### src/design/sfs_pkg.sv
package sfs_pkg;

    // Frame table geometry and speed format
    localparam int MAX_FRAMES      = 16;
    localparam int IDX_W           = 4;
    localparam int COUNT_W         = 5;
    localparam int SPEED_FRAC_BITS = 12;
    localparam int SPEED_W         = 16;
    localparam int DT_W            = 16;
    localparam int COORD_W         = 12;
    localparam int OUT_COORD_W     = 13;
    localparam int ACC_W           = 32;
    localparam int PROD_W          = DT_W + SPEED_W;
    localparam int INC_W           = PROD_W - SPEED_FRAC_BITS;

    // Stream and config port widths
    localparam int OP_W            = 3;
    localparam int IN_TDATA_W      = 88;
    localparam int OUT_TDATA_W     = 64;
    localparam int CFG_ADDR_W      = 3;
    localparam int CFG_DATA_W      = 32;

    // Reset values of the configuration registers
    localparam logic [ACC_W-1:0]   PERIOD_RST = 32'd100000;
    localparam logic [COUNT_W-1:0] COUNT_RST  = 5'd1;

    typedef enum logic [OP_W-1:0] {
        OP_TICK       = 3'd0,
        OP_WRITE      = 3'd1,
        OP_JUMP       = 3'd2,
        OP_REWIND     = 3'd3,
        OP_SET_PLAY   = 3'd4
    } t_op;

    typedef enum logic [CFG_ADDR_W-1:0] {
        CFG_FRAME_PERIOD = 3'd0,
        CFG_LOOP_MODE    = 3'd1,
        CFG_FRAME_COUNT  = 3'd2,
        CFG_MIRROR_H     = 3'd3,
        CFG_MIRROR_V     = 3'd4
    } t_cfg_reg;

    typedef enum logic [1:0] {
        LOOP_STOP      = 2'd0,
        LOOP_WRAP      = 2'd1,
        LOOP_BOOMERANG = 2'd2
    } t_loop_mode;

    // Input item, last field in the lowest bits
    typedef struct packed {
        logic                   play_enable;
        logic [SPEED_W-1:0]     frame_speed;
        logic [COORD_W-1:0]     rect_height;
        logic [COORD_W-1:0]     rect_width;
        logic [COORD_W-1:0]     rect_top;
        logic [COORD_W-1:0]     rect_left;
        logic [IDX_W-1:0]       target_frame;
        logic [DT_W-1:0]        delta_time;
    } t_in_item;

    // Result item, last field in the lowest bits
    typedef struct packed {
        logic                          is_playing;
        logic                          frame_dirty;
        logic signed [OUT_COORD_W-1:0] out_height;
        logic signed [OUT_COORD_W-1:0] out_width;
        logic [OUT_COORD_W-1:0]        out_top;
        logic [OUT_COORD_W-1:0]        out_left;
        logic [IDX_W-1:0]              current_index;
    } t_out_item;

    typedef struct packed {
        logic [COORD_W-1:0] left;
        logic [COORD_W-1:0] top;
        logic [COORD_W-1:0] width;
        logic [COORD_W-1:0] height;
    } t_rect;

endpackage

### src/design/sprite_frame_sequencer_core.sv
// Sprite frame sequencer: takes commands (tick, frame write, jump, rewind,
// play/stop) and returns exactly one result per command, carrying the shown
// frame index, its mirrored source rectangle and change/playing flags.
// A command is captured in the input register, resolved from it once the result
// register is free, and its result is then registered in the result register.
// One command per clock is sustained while the result stream is not stalled;
// the state update (16x16 multiply, saturating accumulate, period compare and
// frame step) is combinational between the input and result registers.
// Configuration writes must only be issued while idle.
// Frame table entries read before being written return undefined data.
module sprite_frame_sequencer_core (
    input  logic                            i_clk,
    input  logic                            i_rst_n,
    // Command stream
    input  logic                            s_axis_tvalid,
    output logic                            s_axis_tready,
    // delta_time, target_frame, rect_left, rect_top, rect_width, rect_height,
    // frame_speed, play_enable, zero pad
    input  logic [sfs_pkg::IN_TDATA_W-1:0]  s_axis_tdata,
    // op
    input  logic [sfs_pkg::OP_W-1:0]        s_axis_tuser,
    // Result stream
    output logic                            m_axis_tvalid,
    input  logic                            m_axis_tready,
    // current_index, out_left, out_top, out_width, out_height, frame_dirty,
    // is_playing, zero pad
    output logic [sfs_pkg::OUT_TDATA_W-1:0] m_axis_tdata,
    // Configuration write port
    input  logic                            i_cfg_wr_en,
    input  logic [sfs_pkg::CFG_ADDR_W-1:0]  i_cfg_addr,
    input  logic [sfs_pkg::CFG_DATA_W-1:0]  i_cfg_wdata
);
    import sfs_pkg::*;

    // Frame tables, no reset
    t_rect              r_rect_table  [MAX_FRAMES];
    logic [SPEED_W-1:0] r_speed_table [MAX_FRAMES];

    // Sequencer state
    logic [IDX_W-1:0]   r_frame_pos;
    logic [ACC_W-1:0]   r_accum;
    logic               r_running;
    logic               r_forward;
    logic               r_change_pending;

    // Configuration
    logic [ACC_W-1:0]   r_frame_period;
    logic [1:0]         r_loop_mode;
    logic [COUNT_W-1:0] r_frame_count;
    logic               r_mirror_h;
    logic               r_mirror_v;

    // Input register and result register
    logic               r_in_valid;
    t_in_item           r_in;
    t_op                r_op;
    logic               r_out_valid;
    t_out_item          r_out;

    logic               out_free;
    logic               proc_en;

    logic [IDX_W-1:0]   n_frame_pos;
    logic [ACC_W-1:0]   n_accum;
    logic               n_running;
    logic               n_forward;
    logic               n_change_pending;
    t_out_item          n_out;

    // Pipeline handshake
    assign out_free      = !r_out_valid || m_axis_tready;
    assign proc_en       = r_in_valid && out_free;
    assign s_axis_tready = !r_in_valid || out_free;
    assign m_axis_tvalid = r_out_valid;
    assign m_axis_tdata  = {(OUT_TDATA_W - $bits(t_out_item))'(0), r_out};

    // Command resolution: next state and result
    always_comb begin
        logic [COUNT_W-1:0] used_frames;
        logic [PROD_W-1:0]  product;
        logic [INC_W-1:0]   increment;
        logic [ACC_W:0]     sum;
        logic [ACC_W-1:0]   sat;
        logic [COUNT_W-1:0] pos_plus;
        t_rect              rect;
        logic [OUT_COORD_W-1:0] w13;
        logic [OUT_COORD_W-1:0] h13;

        n_frame_pos      = r_frame_pos;
        n_accum          = r_accum;
        n_running        = r_running;
        n_forward        = r_forward;
        n_change_pending = r_change_pending;

        // frame_count clamped to 1..MAX_FRAMES
        if (r_frame_count == '0) begin
            used_frames = COUNT_W'(1);
        end else if (r_frame_count > COUNT_W'(MAX_FRAMES)) begin
            used_frames = COUNT_W'(MAX_FRAMES);
        end else begin
            used_frames = r_frame_count;
        end

        // Weighted time increment, saturating accumulate
        product   = PROD_W'(r_in.delta_time) * PROD_W'(r_speed_table[r_frame_pos]);
        increment = product[PROD_W-1:SPEED_FRAC_BITS];
        sum       = {1'b0, r_accum} + (ACC_W+1)'(increment);
        sat       = sum[ACC_W] ? '1 : sum[ACC_W-1:0];
        pos_plus  = {1'b0, r_frame_pos} + COUNT_W'(1);

        unique case (r_op)
            OP_TICK: begin
                if (r_running) begin
                    n_accum = sat;
                    if (sat > r_frame_period) begin
                        n_accum = sat - r_frame_period;
                        // Frame step with end-of-sequence handling
                        if (r_forward && pos_plus < used_frames) begin
                            n_frame_pos      = pos_plus[IDX_W-1:0];
                            n_change_pending = 1'b1;
                        end else if (!r_forward && r_frame_pos != '0) begin
                            n_frame_pos      = r_frame_pos - IDX_W'(1);
                            n_change_pending = 1'b1;
                        end else if (r_loop_mode == LOOP_WRAP) begin
                            n_frame_pos      = r_forward ? '0
                                             : IDX_W'(used_frames - COUNT_W'(1));
                            n_change_pending = 1'b1;
                        end else if (r_loop_mode == LOOP_BOOMERANG) begin
                            n_change_pending = 1'b1;
                            n_forward        = !r_forward;
                            if (used_frames == COUNT_W'(1)) begin
                                n_frame_pos = '0;
                            end else if (!r_forward) begin
                                n_frame_pos = pos_plus[IDX_W-1:0];
                            end else begin
                                n_frame_pos = r_frame_pos - IDX_W'(1);
                            end
                        end else begin
                            n_running = 1'b0;
                        end
                    end
                end
            end
            OP_JUMP: begin
                if (r_in.target_frame != r_frame_pos) begin
                    n_frame_pos      = r_in.target_frame;
                    n_change_pending = 1'b1;
                end
            end
            OP_REWIND: begin
                n_frame_pos      = '0;
                n_accum          = '0;
                n_change_pending = 1'b1;
            end
            OP_SET_PLAY: begin
                n_running = r_in.play_enable;
            end
            default: begin
                // frame write and unused codes leave the sequencer state alone
            end
        endcase

        // Rectangle of the shown frame, forwarding a write to the same entry
        if (r_op == OP_WRITE && r_in.target_frame == n_frame_pos) begin
            rect.left   = r_in.rect_left;
            rect.top    = r_in.rect_top;
            rect.width  = r_in.rect_width;
            rect.height = r_in.rect_height;
        end else begin
            rect = r_rect_table[n_frame_pos];
        end

        w13 = {1'b0, rect.width};
        h13 = {1'b0, rect.height};

        n_out.current_index = n_frame_pos;
        n_out.out_left      = {1'b0, rect.left} + (r_mirror_h ? w13 : '0);
        n_out.out_top       = {1'b0, rect.top} + (r_mirror_v ? h13 : '0);
        n_out.out_width     = r_mirror_h ? (OUT_COORD_W'(0) - w13) : w13;
        n_out.out_height    = r_mirror_v ? (OUT_COORD_W'(0) - h13) : h13;
        n_out.frame_dirty   = n_change_pending;
        n_out.is_playing    = n_running;
    end

    // Frame table writes
    always_ff @(posedge i_clk) begin
        if (proc_en && r_op == OP_WRITE) begin
            r_rect_table[r_in.target_frame].left   <= r_in.rect_left;
            r_rect_table[r_in.target_frame].top    <= r_in.rect_top;
            r_rect_table[r_in.target_frame].width  <= r_in.rect_width;
            r_rect_table[r_in.target_frame].height <= r_in.rect_height;
            r_speed_table[r_in.target_frame]       <= r_in.frame_speed;
        end
    end

    // Input and result payload registers
    always_ff @(posedge i_clk) begin
        if (s_axis_tvalid && s_axis_tready) begin
            r_in <= t_in_item'(s_axis_tdata[$bits(t_in_item)-1:0]);
            r_op <= t_op'(s_axis_tuser);
        end
        if (proc_en) begin
            r_out <= n_out;
        end
    end

    // Control, sequencer state and configuration
    always_ff @(posedge i_clk) begin
        if (!i_rst_n) begin
            r_in_valid       <= 1'b0;
            r_out_valid      <= 1'b0;
            r_frame_pos      <= '0;
            r_accum          <= '0;
            r_running        <= 1'b1;
            r_forward        <= 1'b1;
            r_change_pending <= 1'b1;
            r_frame_period   <= PERIOD_RST;
            r_loop_mode      <= LOOP_WRAP;
            r_frame_count    <= COUNT_RST;
            r_mirror_h       <= 1'b0;
            r_mirror_v       <= 1'b0;
        end else begin
            if (s_axis_tready) begin
                r_in_valid <= s_axis_tvalid;
            end
            if (out_free) begin
                r_out_valid <= r_in_valid;
            end

            if (proc_en) begin
                r_frame_pos      <= n_frame_pos;
                r_accum          <= n_accum;
                r_running        <= n_running;
                r_forward        <= n_forward;
                r_change_pending <= 1'b0;
            end

            if (i_cfg_wr_en) begin
                unique case (i_cfg_addr)
                    CFG_FRAME_PERIOD: r_frame_period <= i_cfg_wdata;
                    CFG_LOOP_MODE:    r_loop_mode    <= i_cfg_wdata[1:0];
                    CFG_FRAME_COUNT:  r_frame_count  <= i_cfg_wdata[COUNT_W-1:0];
                    CFG_MIRROR_H: begin
                        r_mirror_h       <= i_cfg_wdata[0];
                        r_change_pending <= 1'b1;
                    end
                    CFG_MIRROR_V: begin
                        r_mirror_v       <= i_cfg_wdata[0];
                        r_change_pending <= 1'b1;
                    end
                    default: begin
                        // writes beyond the register list are dropped
                    end
                endcase
            end
        end
    end

`ifndef SYNTHESIS
    // A resolved command always leaves a result in the output register
    a_proc_gives_result: assert property (@(posedge i_clk) disable iff (!i_rst_n)
        proc_en |=> r_out_valid)
        else $error("resolved command produced no result");

    // The change flag clears once it is reported
    a_change_cleared: assert property (@(posedge i_clk) disable iff (!i_rst_n)
        proc_en && !i_cfg_wr_en |=> !r_change_pending)
        else $error("change flag not cleared after report");

    // Rewind returns to frame zero with an empty accumulator
    a_rewind: assert property (@(posedge i_clk) disable iff (!i_rst_n)
        proc_en && r_op == OP_REWIND |=> r_frame_pos == '0 && r_accum == '0)
        else $error("rewind did not reset position and accumulator");

    // The result register only reports the state that was just committed
    a_index_matches: assert property (@(posedge i_clk) disable iff (!i_rst_n)
        proc_en |=> r_out.current_index == r_frame_pos)
        else $error("reported index differs from frame position");
`endif

endmodule

### config.mk
export PLATFORM = sky130hd
export DESIGN_NAME = sprite_frame_sequencer_core
export DESIGN_NICKNAME = d
export VERILOG_FILES = /design/src/design/sfs_pkg.sv /design/src/design/sprite_frame_sequencer_core.sv
export SDC_FILE = /design/constraint.sdc
export NUM_CORES = 2
export LEC_CHECK = 0
export ABC_AREA = 1
export BUFFER_PORTS_ARGS = -buffer_cell sky130_fd_sc_hd__buf_2
export CORE_ASPECT_RATIO = 0.9
export CORE_MARGIN = 2
export CORE_UTILIZATION = 50
export CTS_BUF_LIST = sky130_fd_sc_hd__clkbuf_4 sky130_fd_sc_hd__clkbuf_8 sky130_fd_sc_hd__clkbuf_16
export DETAILED_ROUTE_END_ITERATION = 10
export PLACE_DENSITY = 0.69
export REMOVE_ABC_BUFFERS = 1
export SETUP_SLACK_MARGIN = 0.02
export SLEW_MARGIN = 0
export SYNTH_ARGS = -nofsm -noshare
export SYNTH_HDL_FRONTEND = slang
export SYNTH_SLANG_ARGS = --single-unit
export TNS_END_PERCENT = 10
### constraint.sdc
create_clock -name i_clk -period 13.8 [get_ports i_clk]
set_input_delay 0.69 -clock i_clk [delete_from_list [all_inputs] [get_ports i_clk]]
set_output_delay 0.69 -clock i_clk [all_outputs]
set_load 0.05 [all_outputs]
* Word-level counts from Yosys, hierarchy flattened *
Memories as Yosys holds them, arrays and structs flattened. A register that Yosys moved wholly into a read port is not among the register bits.
Index checks and enable logic that the tools add are counted.

cells by class
  add/sub/neg operators = 9
  equality and inequality tests = 14
  multiplexer cells = 44
  magnitude comparators = 3
  bitwise gates (word level) = 3
  multipliers = 1
  reductions and logical operators = 24

operators by type and width
  operator                 count
  $mux W32                 3
  $pmux W32 S2             1
  $mux W12                 4
  $mux W4                  12
  $mux W48                 1
  $add A32 B20 Y33         1
  $gt A32 B32 Y1           1
  $mul A16 B16 Y32         1
  $sub A32 B32 Y32         1
  $add A12 B12 Y13         2
  $sub A1 B12 Y13 const A  2
  $mux W1                  18
  $eq A3 B2 Y1 const B     4
  $pmux W4 S3              1
  $mux W5                  2
  $reduce_and A2 Y1        5
  $reduce_and A8 Y1        1
  $sub A4 B1 Y4 const B    2
  $eq A3 B1 Y1 const B     2
  $eq A3 B3 Y1 const B     2
  $logic_and A1 B1 Y1      6
  $logic_not A3 Y1         2
  $add A4 B1 Y5 const B    1
  $eq A5 B1 Y1 const B     1
  other kinds (17)         22

word-level totals
  bits in writable memories = 1024
  memories = 2
  logic and storage cells = 130
  input port bits = 131
  bits in registers = 228
  output and inout port bits = 66

memory list
  memory         depth  width  rd ports  clocked after memory_dff  wr ports  line                               text
  r_rect_table   16     48     1         0                         1         sprite_frame_sequencer_core.sv:36  t_rect r_rect_table [MAX_FRAMES];
  r_speed_table  16     16     1         1                         1         sprite_frame_sequencer_core.sv:37  logic [SPEED_W-1:0] r_speed_table [MAX_FRAMES];

* Logic depth before layout (Yosys ltp) *
  word-level depth = 17
  mapped depth = 87

* Worst setup path after synthesis *
OpenSTA, ideal clock, no wires.

  kind = register -> register
  start point = reg (tool-made name)
  end point = reg r_out (netlist bit m_axis_tdata[29]) (data pin)
  setup slack = 0.782 ns
  data arrival time = 12.760 ns
  stages on the path, launching flop included = 79
  period minus slack after synthesis = 13.018 ns
  buffers on the path = 9
  path through = dfxtp_1 clkbuf_1 clkbuf_1 clkbuf_1 o21ai_0 o221ai_1 nand3_1 nand2_1 clkbuf_1 nand2_1 fa_1 fa_1 fa_1 fa_1 inv_1 fa_1 inv_1 fa_1 [... 43 more ...] nand2_4 buf_4 buf_2 buf_2 buf_2 a31oi_1 ha_1 fa_1 nand3_1 nand2_1 a21oi_1 inv_1 a21oi_1 o21ai_0 nand3_1 nand2_1 a21oi_1 o21bai_1

RTL lines
  element               line                                text
  to (signal assigned)  sprite_frame_sequencer_core.sv:203  r_out <= n_out;
  to (decl)             sprite_frame_sequencer_core.sv:58   t_out_item r_out;

==> impl_metrics.csv <==
group,metric,value,unit
outcome,status,"completed",
synth,synth_edf_count,1170,
job,cap_violations,0,
floorplanning,die_y,339,um
synth,synth_area,0.0622,sq mm
route,post_drt_wl_per_cell,22.2,um
synth,synth_warnings,0,
worst_setup_path,cp_data_arrival_time,13.58,ns
cts,cts_buffers,131,
route,drcViolationCount,0,
floorplanning,pin_count,197,
finish,utilization,58.9,%
finish,areaGrowthSynthToFinish,16.6,%
synth,synth_cell_type_count,52,
placement,port_buffers,187,
worst_setup_path,path_common_cell,"nand2_2",
synth,synth.area.top_cells,"edfxtp_1 (56%), fa_1 (6.3%), nand2_1 (5.8%), ha_1 (3.8%), nor2_1 (3.7%)",
worst_setup_path,crit_required,14.30,ns
worst_hold_path,holdPathEnd,"r_in[58]",
sta,fin_crit,13.07,ns
sta,finalSetupViolCount,0,
route,ant_nets,0,
worst_hold_path,min_from,"s_axis_tdata[58]",
worst_setup_path,critPathBufInv,13,
sta,fmax,76.5,MHz
synth,syn_area_per_cell,10.9,sq um
worst_setup_path,worstRegToRegCells,76,
synth,async_reset_ff_share,0,%
sta,tightestPinTransition,1.38,ns
floorplanning,die_w,376,um
floorplanning,rows,122,
placement,placed_area,0.0675,sq mm
placement,dp_hpwl,108,mm
synth,postSynthRegisterBits,1256,
worst_hold_path,whs_path_depth,1,
worst_setup_path,r2r-end,"m_axis_tdata[28]",
cts,cts_tree,"built",
grt,antenna_found_initial,4,
grt,overflow,0,
worst_setup_path,max_stage_delay,0.51,ns
worst_hold_path,hold_class,"in2reg",
finish,final_common_cell,"edfxtp_1",
worst_setup_path,worstPathMaxFanout,20,
route,dr_total_vias,45300,
grt,grt_use_total,26.7,%
cts,cts_root_buf,"clkbuf_16",
floorplanning,start_util,50.5,%
grt,grt_pass1_vias,43000,
route,drt-total-wl,175,mm
finish,final_cell_mix,"edfxtp_1 (1170), nand2_1 (946), nor2_1 (597)",
sta,hold_viol,0,
synth,synth_ff_type,"edfxtp_1",
cts,numClockSinks,1256,
synth,synth_cells,5706,
cts,clk_pin_slew,0.06,ns
worst_setup_path,path_class,"reg2reg",
sta,setup_ws,0.727,ns
finish,nets,6695,
sta,drv_slew,0,
worst_setup_path,rrSetupSlack,0.73,ns
route,via_per_inst,5.74,
floorplanning,core,0.123,sq mm
worst_setup_path,crit_family,"adder cells",
cts,hold_buffers,0,
sta,finalCritPeriodShare,94.7,%
grt,grt_max_degree,79,
grt,grt_pass1_wl,258,mm
cts,h-tree-depth,4,
cts,clk_path_buf_depth,3,
worst_setup_path,end_kind,"flip-flop",
route,drtPass1Iterations,6,
finish,drive_gt1_share,15.5,%
cts,worstSkewPairLatency,0.76,ns
floorplanning,dieArea,0.127,sq mm
synth,synth_top_area_share,56.5,%
route,dr.first_iter.drc_count,5247,
synth,yosysTopAreaCell,"edfxtp_1",
worst_setup_path,critPathLaunchType,"flip-flop",
synth,seq_area_frac_synth,59.3,%
sta,finClkSkew,0.0371,ns
worst_setup_path,critPathSlowestCell,"fa_1",
sta,slew_headroom,7.82,%
placement,place.gp.congestion,0.917,
finish,stdcell_area,0.0725,sq mm
placement,dpl_worst_slack,-0.119,ns
-- state kept, by name, indices dropped and copies added, names as in the netlist, 2 cells and up, named ones only --
name,flops
r_rect_table,768
r_speed_table,256
r_in,85
m_axis_tdata,58
r_accum,32
r_frame_period,32
r_frame_count,5
r_frame_pos,4
r_op,3
r_loop_mode,2
-- worst register-to-register path: cells and delay by family, from the launching register on --
kind            cells  cell delay [ns]
fa+ha+maj          10             4.17
simple gates       33             3.69
compound gates     18             2.82
buf+inv            13             1.42
flops               1             0.45
xor+xnor            2             0.29
-- worst max path at each step --
stage                     cells past startpoint               end
after CTS                                    81  m_axis_tdata[16]
after global placement                       79  m_axis_tdata[16]
final                                        76  m_axis_tdata[28]
after global routing                         80  m_axis_tdata[29]
after floorplan                              76  m_axis_tdata[15]
after detailed placement                     75  m_axis_tdata[28]
-- cell type report --
cell class / count / area, sq um
multi-input combinational: 3617 / 22400
clock inverter: 71 / 624
sequential: 1256 / 36900
antenna: 1 / 2.50
tap: 1612 / 2020
timing repair buffer: 622 / 4970
clock buffer: 164 / 3580
inverter: 548 / 2080
fill: 9859 / 50700
-- routing by layer --
metal | track usage, % | vias up | wire [um]
li1 | - | 20800 | -
met1 | 36.5 | 22100 | 70700
met2 | 44.0 | 2136 | 85000
met3 | 4.43 | 314 | 15200
met4 | 7.71 | 2 | 4300
met5 | 0 | - | 15
-- per-stage QoR --
stage | std cells | setup TNS [ns] | hold slack [ns]
global placement | 7623 | 0 | 0.452
global route | 7891 | -0.209 | 0.0774
finish | 7891 | 0 | 0.101
CTS | 7858 | 0 | 0.0545
floorplan | 5420 | -633.62 | 0.435
detailed placement | 7623 | -0.492 | 0.455
-- cell usage after synthesis, drive strengths merged, types with 86 or more instances --
| cell | count |
|---|---|
| o211ai | 119 |
| nand2 | 977 |
| inv | 541 |
| fa | 197 |
| dfxtp | 86 |
| a21oi | 200 |
| ha | 191 |
| clkbuf | 166 |
| nor2 | 628 |
| buf | 125 |
| edfxtp | 1170 |
| nand3 | 452 |
| o21ai | 431 |
| o221ai | 96 |
-- cell families after synthesis --
family	share of synthesized area [%]
compound gates	9.32
other cells	0.00603
flops	59.3
buf+inv	5.50
simple gates	14.5
xor+xnor	1.25
fa+ha+maj	10.2
-- timing repair --
action                                  CTS  global route
buffers inserted                          0            20
pin swaps                                 1            36
gates cloned                              0            12
gates resized for setup                   6           120
endpoints found under the setup margin   10            36
Power is not shown: default switching activity piles up to over one toggle a cycle in this logic, so the estimate is an artifact.
